--- src/idq_pkg.sv ---
// Shared types, step codes and format conversions for the int4/int8 dequant dot block.
package idq_pkg;

  // Step codes of the shared floating-point unit sequence
  typedef logic [2:0] step_t;
  localparam step_t STEP_V0  = 3'd0;
  localparam step_t STEP_V1  = 3'd1;
  localparam step_t STEP_W0  = 3'd2;
  localparam step_t STEP_W1  = 3'd3;
  localparam step_t STEP_P0  = 3'd4;
  localparam step_t STEP_P1  = 3'd5;
  localparam step_t STEP_T   = 3'd6;
  localparam step_t STEP_ACC = 3'd7;

  // FPU operation select
  typedef enum logic {
    FOP_MUL = 1'b0,
    FOP_ADD = 1'b1
  } fop_e;

  // Sequencer states, one-hot
  typedef enum logic [1:0] {
    ST_IDLE = 2'b01,
    ST_RUN  = 2'b10
  } state_e;

  localparam logic [31:0] F32_QNAN  = 32'h7FC0_0000;
  localparam logic [31:0] F32_PZERO = 32'h0000_0000;
  localparam logic [3:0]  NIB_MASK  = 4'hF;

  // Widen an fp16 pattern exactly to fp32
  function automatic logic [31:0] half_to_f32(input logic [15:0] h);
    logic [4:0] e;
    logic [9:0] m;
    logic [3:0] pos;
    logic [22:0] fr;
    logic [31:0] r;
    e   = h[14:10];
    m   = h[9:0];
    pos = 4'd0;
    for (int i = 0; i < 10; i++) begin
      if (m[i]) pos = 4'(i);
    end
    fr = 23'({m, 13'b0} << (4'd10 - pos));
    if (e == 5'd0) begin
      if (m == 10'd0) r = {h[15], 31'b0};
      else r = {h[15], 8'(8'd103 + 8'(pos)), fr};
    end else if (e == 5'h1F) begin
      r = {h[15], 8'hFF, m, 13'b0};
    end else begin
      r = {h[15], 8'(8'(e) + 8'd112), m, 13'b0};
    end
    return r;
  endfunction

  // Convert a signed 8-bit integer exactly to fp32
  function automatic logic [31:0] int8_to_f32(input logic signed [7:0] v);
    logic [7:0] mag;
    logic [2:0] pos;
    logic [31:0] r;
    mag = v[7] ? 8'(-v) : 8'(v);
    pos = 3'd0;
    for (int i = 0; i < 8; i++) begin
      if (mag[i]) pos = 3'(i);
    end
    if (mag == 8'd0) r = F32_PZERO;
    else r = {v[7], 8'(8'd127 + 8'(pos)), 23'({mag, 15'b0} << (4'd8 - 4'(pos)))};
    return r;
  endfunction

endpackage

--- src/idq_fpu.sv ---
// Shared fp32 multiply/add unit, round to nearest even, full subnormal support.
module idq_fpu (
  input  idq_pkg::fop_e op_i,
  input  logic [31:0]   a_i,
  input  logic [31:0]   b_i,
  output logic [31:0]   y_o
);

  // Normalize, round and pack; value = m / 2^47 * 2^(ex - 127)
  function automatic logic [31:0] rnd_pack(input logic sgn, input logic signed [11:0] ex,
                                            input logic [47:0] m);
    logic [5:0] lz;
    logic [47:0] mn;
    logic signed [11:0] e;
    logic [11:0] sh;
    logic st;
    logic [7:0] ef;
    logic rup;
    logic [30:0] r;
    lz = 6'd0;
    for (int i = 0; i < 48; i++) begin
      if (m[i]) lz = 6'(47 - i);
    end
    mn = m << lz;
    e  = ex - 12'(lz);
    st = 1'b0;
    ef = e[7:0];
    if (e <= 0) begin
      sh = 12'(12'sd1 - e);
      ef = 8'd0;
      if (sh >= 12'd48) begin
        st = |mn;
        mn = '0;
      end else begin
        st = |(mn & ~(48'hFFFF_FFFF_FFFF << sh[5:0]));
        mn = mn >> sh[5:0];
      end
    end
    rup = mn[23] & ((|mn[22:0]) | st | mn[24]);
    r   = {ef, mn[46:24]} + 31'(rup);
    if (m == 48'd0) return {sgn, 31'b0};
    if (e >= 12'sd255) return {sgn, 8'hFF, 23'b0};
    return {sgn, r};
  endfunction

  logic        sa, sb;
  logic [7:0]  ea, eb, eae, ebe;
  logic [23:0] ma, mb;
  logic        nan_a, nan_b, inf_a, inf_b, zero_a, zero_b;
  logic [47:0] prod;
  logic [31:0] mul_y, add_y;
  // adder path
  logic        swp, sx, sy;
  logic [7:0]  ex, ey, d;
  logic [47:0] xm, ym, ys, sum;
  logic        st;

  // Unpack operands
  always_comb begin
    sa     = a_i[31];
    sb     = b_i[31];
    ea     = a_i[30:23];
    eb     = b_i[30:23];
    eae    = (ea == 8'd0) ? 8'd1 : ea;
    ebe    = (eb == 8'd0) ? 8'd1 : eb;
    ma     = {ea != 8'd0, a_i[22:0]};
    mb     = {eb != 8'd0, b_i[22:0]};
    nan_a  = (ea == 8'hFF) && (a_i[22:0] != 23'd0);
    nan_b  = (eb == 8'hFF) && (b_i[22:0] != 23'd0);
    inf_a  = (ea == 8'hFF) && (a_i[22:0] == 23'd0);
    inf_b  = (eb == 8'hFF) && (b_i[22:0] == 23'd0);
    zero_a = a_i[30:0] == 31'd0;
    zero_b = b_i[30:0] == 31'd0;
  end

  // Multiply path
  always_comb begin
    prod = ma * mb;
    if (nan_a || nan_b || (inf_a && zero_b) || (zero_a && inf_b)) begin
      mul_y = idq_pkg::F32_QNAN;
    end else if (inf_a || inf_b) begin
      mul_y = {sa ^ sb, 8'hFF, 23'b0};
    end else begin
      mul_y = rnd_pack(sa ^ sb, 12'(eae) + 12'(ebe) - 12'sd126, prod);
    end
  end

  // Add path: align smaller magnitude to larger, add or subtract, round
  always_comb begin
    swp = b_i[30:0] > a_i[30:0];
    sx  = swp ? sb : sa;
    sy  = swp ? sa : sb;
    ex  = swp ? ebe : eae;
    ey  = swp ? eae : ebe;
    xm  = {1'b0, (swp ? mb : ma), 23'b0};
    ym  = {1'b0, (swp ? ma : mb), 23'b0};
    d   = ex - ey;
    if (d >= 8'd48) begin
      st = |ym;
      ys = '0;
    end else begin
      st = |(ym & ~(48'hFFFF_FFFF_FFFF << d[5:0]));
      ys = ym >> d[5:0];
    end
    ys  = ys | 48'(st);
    sum = (sx == sy) ? xm + ys : xm - ys;
    if (nan_a || nan_b || (inf_a && inf_b && (sa != sb))) begin
      add_y = idq_pkg::F32_QNAN;
    end else if (inf_a) begin
      add_y = {sa, 8'hFF, 23'b0};
    end else if (inf_b) begin
      add_y = {sb, 8'hFF, 23'b0};
    end else begin
      add_y = rnd_pack((sum == 48'd0) ? (sx & sy) : sx, 12'(ex) + 12'sd1, sum);
    end
  end

  assign y_o = (op_i == idq_pkg::FOP_ADD) ? add_y : mul_y;

endmodule

--- config.mk ---
export PLATFORM = sky130hd
export DESIGN_NAME = idq_fpu
export DESIGN_NICKNAME = d
export VERILOG_FILES = /design/src/idq_pkg.sv /design/src/idq_fpu.sv
export SDC_FILE = /design/constraint.sdc
export NUM_CORES = 2
export LEC_CHECK = 0
export ABC_AREA = 1
export BUFFER_PORTS_ARGS = -buffer_cell sky130_fd_sc_hd__buf_2
export CAP_MARGIN = 20
export CORE_ASPECT_RATIO = 0.8
export CORE_MARGIN = 5
export CORE_UTILIZATION = 40
export DETAILED_ROUTE_END_ITERATION = 8
export GPL_TIMING_DRIVEN = 0
export SYNTH_ARGS = -nofsm -noshare
export SYNTH_HDL_FRONTEND = slang
export SYNTH_SLANG_ARGS = --single-unit
--- constraint.sdc ---
create_clock -name vclk -period 64.5
set_clock_uncertainty 0.2 [all_clocks]
set_input_delay 12.9 -clock vclk [all_inputs]
set_output_delay 12.9 -clock vclk [all_outputs]
set_load 0.01 [all_outputs]
# Yosys cells after proc, flatten, opt, wreduce, memory -nomap -nowiden
# Cells that the tools add are included.
[totals] reg_bits=0 input_bits=65
[classes] addsub=12 n_mul=1 magnitude_cmp=8 n_eq_ne=4 shift=8 mux=168 n_bitwise=15 reduce_logical=33
[op_table] cell="$mux 6" n=101
[op_table] cell="$mux 32" n=14
[op_table] cell="$mux 47" n=9
[op_table] cell="$reduce_or 48->1" n=5
[op_table] cell="$not 48->48" n=3
[op_table] cell="$shl 48x6->48 const A" n=3
[op_table] cell="$and 48x48->48" n=2
[op_table] cell="$logic_not 48->1" n=2
[op_table] cell="$mux 48" n=2
[op_table] cell="$shl 48x6->48" n=2
[op_table] cell="$shr 48x6->47" n=2
[op_table] cell="$mux 8" n=11
[op_table] cell="$add 31x1->31" n=2
[op_table] cell="$logic_not 31->1" n=2
[op_table] cell="$add 47x48->48" n=1
[op_table] cell="$and 47x48->48" n=1
[op_table] cell="$mul 24x24->48" n=1
[op_table] cell="$mux 24" n=2
[op_table] cell="$or 48x1->48" n=1
[op_table] cell="$shr 47x6->48" n=1
[op_table] cell="$sub 47x48->48" n=1
[op_table] cell="$logic_not 23->1" n=2
[op_table] cell="$reduce_bool 23->1" n=2
[op_table] cell="$reduce_or 23->1" n=2
[op_table] cell="other kinds (27)" n=75

# Depth between registers and ports, before layout
[depth] depth_word=84 ltp_mapped=118 depth_no_buf=115

# Least setup slack after synthesis
# Ideal clock, no wire load.
[synth_path] path_kind="input-to-output" from="in a_i[30]" to="out y_o[28]" t_arrival_ns=26.643 path_slack_ns=24.757 stages=78 n_path_buf=8 path_cell_list="inv_1 nand4_1 nor2_1 clkbuf_1 nor2_1 fa_1 inv_1 fa_1 fa_1 fa_1 fa_1 fa_1 fa_1 inv_1 ha_1 a21oi_1 o21ai_0 a21oi_1 (+42 left out) clkbuf_1 o21a_1 inv_1 nand2_1 inv_1 ha_1 inv_1 nor2_1 inv_1 nor4_1 nor3b_2 nand2_1 inv_1 nand2_1 or2_0 nand3_1 a21oi_1 a21oi_1"
[synth_between] elab_chain_len=84
[synth_rtl] item="start, declared" line="idq_fpu.sv:4" source="input logic [31:0] a_i,"
[synth_rtl] item="parallel branches: the longest is 83 deep, another holds $sub 47x48->48"
[synth_rtl] item="$mux 32 *" line="idq_fpu.sv:118" source="assign y_o = (op_i == idq_pkg::FOP_ADD) ? add_y : mul_y;"
[synth_rtl] item="end, declared" line="idq_fpu.sv:6" source="output logic [31:0] y_o"
# Every way passes the cells marked *. The select of a mux whose other input is x is not followed.

# Final worst setup path
[layout_path] from="in b_i[7]" to="out y_o[30]"
[layout_between] elab_chain_len=83
[layout_rtl] item="start, declared" line="idq_fpu.sv:5" source="input logic [31:0] b_i,"
[layout_rtl] item="$gt 31x31->1" line="idq_fpu.sv:90" source="swp = b_i[30:0] > a_i[30:0];"
[layout_rtl] item="$mux 8, on equally long branches" line="idq_fpu.sv:93, idq_fpu.sv:94"
[layout_rtl] item="$sub 8x8->8" line="idq_fpu.sv:97" source="d = ex - ey;"
[layout_rtl] item="$shl 48x6->48" line="idq_fpu.sv:102" source="st = |(ym & ~(48'hFFFF_FFFF_FFFF << d[5:0]));"
[layout_rtl] item="$not 48->48" line="idq_fpu.sv:102"
[layout_rtl] item="$and 47x48->48" line="idq_fpu.sv:102"
[layout_rtl] item="$reduce_or 48->1" line="idq_fpu.sv:102"
[layout_rtl] item="$mux 1" line="idq_fpu.sv:98" source="if (d >= 8'd48) begin"
[layout_rtl] item="(+67 left out)"
[layout_rtl] item="$and 1x1->1" line="idq_fpu.sv:39" source="rup = mn[23] & ((|mn[22:0]) | st | mn[24]);"
[layout_rtl] item="$add 31x1->31" line="idq_fpu.sv:40" source="r = {ef, mn[46:24]} + 31'(rup);"
[layout_rtl] item="$mux 32" line="idq_fpu.sv:43" source="return {sgn, r};"
[layout_rtl] item="$mux 32" line="idq_fpu.sv:42" source="if (e >= 12'sd255) return {sgn, 8'hFF, 23'b0};"
[layout_rtl] item="$mux 32" line="idq_fpu.sv:111" source="end else if (inf_b) begin"
[layout_rtl] item="$mux 32" line="idq_fpu.sv:109" source="end else if (inf_a) begin"
[layout_rtl] item="$mux 32" line="idq_fpu.sv:107" source="if (nan_a || nan_b || (inf_a && inf_b && (sa != sb))) begin"
[layout_rtl] item="$mux 32 *" line="idq_fpu.sv:118"
# Mark *: on every way between the ends. The rest lies on a longest branch, timed or not. The select of a mux whose other input is x is not followed.

==> out/results.tsv <==
metric	value	unit
Seq/Total Area, Yosys	0	
share of layout cells above drive strength 1	0.0487	
final setup vio count	0	
Synth Area per Inst	5.77	µm²
Die H	308	µm
Die Wd	383	µm
Post-Syn Area	0.0445	mm²
relative slew slack	0.167	
clkbuf count	0	
Final period util	0.717	
Vias/cell	5.62	
Post-CTS Hold Buffers	0	
RSZ-0062 raised after global routing	false	
Max FO, Critical Path	11	
Antenna Nets Post-Route	0	
Post-Syn Instances	7716	
syn nets	8593	
gr ovfl total	0	
Synthesis Warnings	0	
most frequent cells in the layout	2161 x nand2_1, 1609 x inv_1, 853 x nand3_1, 486 x fa_1, 450 x nor2_1	
Min-Delay Path Depth	4	
initial core utilization	0.403	
min Tclk post-route	46.26	ns
endpoints failing hold	0	
sequential cell count	0	
CP peak stage delay	1.01	ns
Critical Path RT	51.40	ns
status	complete, but fails checks	
largest net degree at the start of global routing	12	
CP most frequent cell	inv_1	
setup_tns	0	ns
gpl congestion	1.06	
worst slew pin tran	1.24	ns
slowest CP cell	nor4_1	
failing checks	DRC	
Vias	52150	
I/O pins	97	
FF+latch area	0	µm²
core area	0.110	mm²
area growth from synthesis to layout	5.38	%
initial antenna violation count	25	
vias in the first global route	48907	
Max Slew Vio Count	0	
most common cell after layout, fill and taps aside	nand2_1	
CP Class	primary input to output pin	
worst min-delay path class	primary input to output pin	
Layout Nets	8699	
residual DRC count	1	
postcts setup bufs	0	
gr usage total	0.343	
Post-DP HPWL	180000	µm
port bufs	97	
Yosys cell types	84	
first-pass GRT wire length	310000	µm
critical path arrival	33.16	ns
Die ar.	0.118	mm²
initial DRC count	7179	
fmax	21.6	MHz
count of max-cap constraint violations	0	
# rows	109	
Setup crit end kind	output pin	
Avg WL per Cell	22.5	µm
drt pass-1 iters	9	
Setup crit start kind	primary input	
Resized Gates After CTS	0	
Total Wirelength	209000	µm
## routing by layer
metal,vias up,part of all wire,routed length (µm),global-route usage
met5,-,0.00024,51,0
met3,293,0.13,27700,0.0949
met2,2834,0.39,81200,0.484
met1,24877,0.45,94900,0.520
li1,24138,-,-,-
met4,8,0.024,4920,0.0651
## cells by family after synthesis
| kind of cell | count (synthesis) | share of synthesized area |
|---|---|---|
| AND/OR/NAND/NOR | 3748 | 0.359 |
| buffers and inverters | 2052 | 0.178 |
| AO/OA/AOI/OAI | 964 | 0.124 |
| adder cells (fa/ha/maj) | 812 | 0.310 |
| XOR/XNOR | 109 | 0.0222 |
| multiplexers | 31 | 0.00697 |
## worst max-delay path: cells and delay by family
kind	cells	cell delay, ns
AO/OA/AOI/OAI	16	3.76
XOR/XNOR	1	0.51
adder cells (fa/ha/maj)	11	4.92
buffers and inverters	26	6.07
AND/OR/NAND/NOR	20	4.92
## per-stage QoR
stage / setup WS, ns / utilization / instance area, µm² / cells / hold WS, ns
6_report: 18.24 / 0.425 / 46900 / 9279 / 26.12
4_1_cts: 18.88 / 0.424 / 46900 / 9260 / 26.10
3_5_place_dp: 18.90 / 0.424 / 46900 / 9260 / 26.10
3_3_place_gp: 18.98 / 0.424 / 46800 / 9256 / 26.10
2_1_floorplan: 24.76 / - / 44500 / 7716 / 25.72
5_1_grt: 17.27 / 0.425 / 46900 / 9270 / 26.10
## final timing paths
kind	start	end	slack (ns)
min	op_i	y_o[22]	26.12
max	b_i[7]	y_o[30]	18.24
## layout make-up
cell class | count | area [µm²]
fill | 12413 | 63500
inverter | 1673 | 6280
timing repair buffer | 104 | 549
antenna | 16 | 40.0
multi-input combinational | 5664 | 36600
tap | 1443 | 1810
buffer | 379 | 1640
## Yosys cell counts (23+ instances only)
cell      instances  share of area
inv_1          1609           0.14
nor3_1           52         0.0058
clkbuf_1        231          0.019
or2_2            27         0.0038
nor2_1          450          0.038
fa_1            486           0.22
o21ai_0         406          0.046
inv_2            48         0.0040
o211ai_1         26         0.0044
nand2_2          23         0.0032
nand4_1          78          0.011
a21oi_1         199          0.022
xnor2_1          26         0.0051
o21ai_1         111          0.012
nor4_1           34         0.0048
buf_1            53         0.0045
mux2i_1          31         0.0070
nand3_1         853          0.096
o22ai_1          35         0.0049
buf_2            72         0.0081
xor2_1           80          0.016
nand2_1        2161           0.18
ha_1            326          0.092
Power is not shown: default switching activity piles up to over one toggle a cycle in this logic, so the estimate is an artifact.
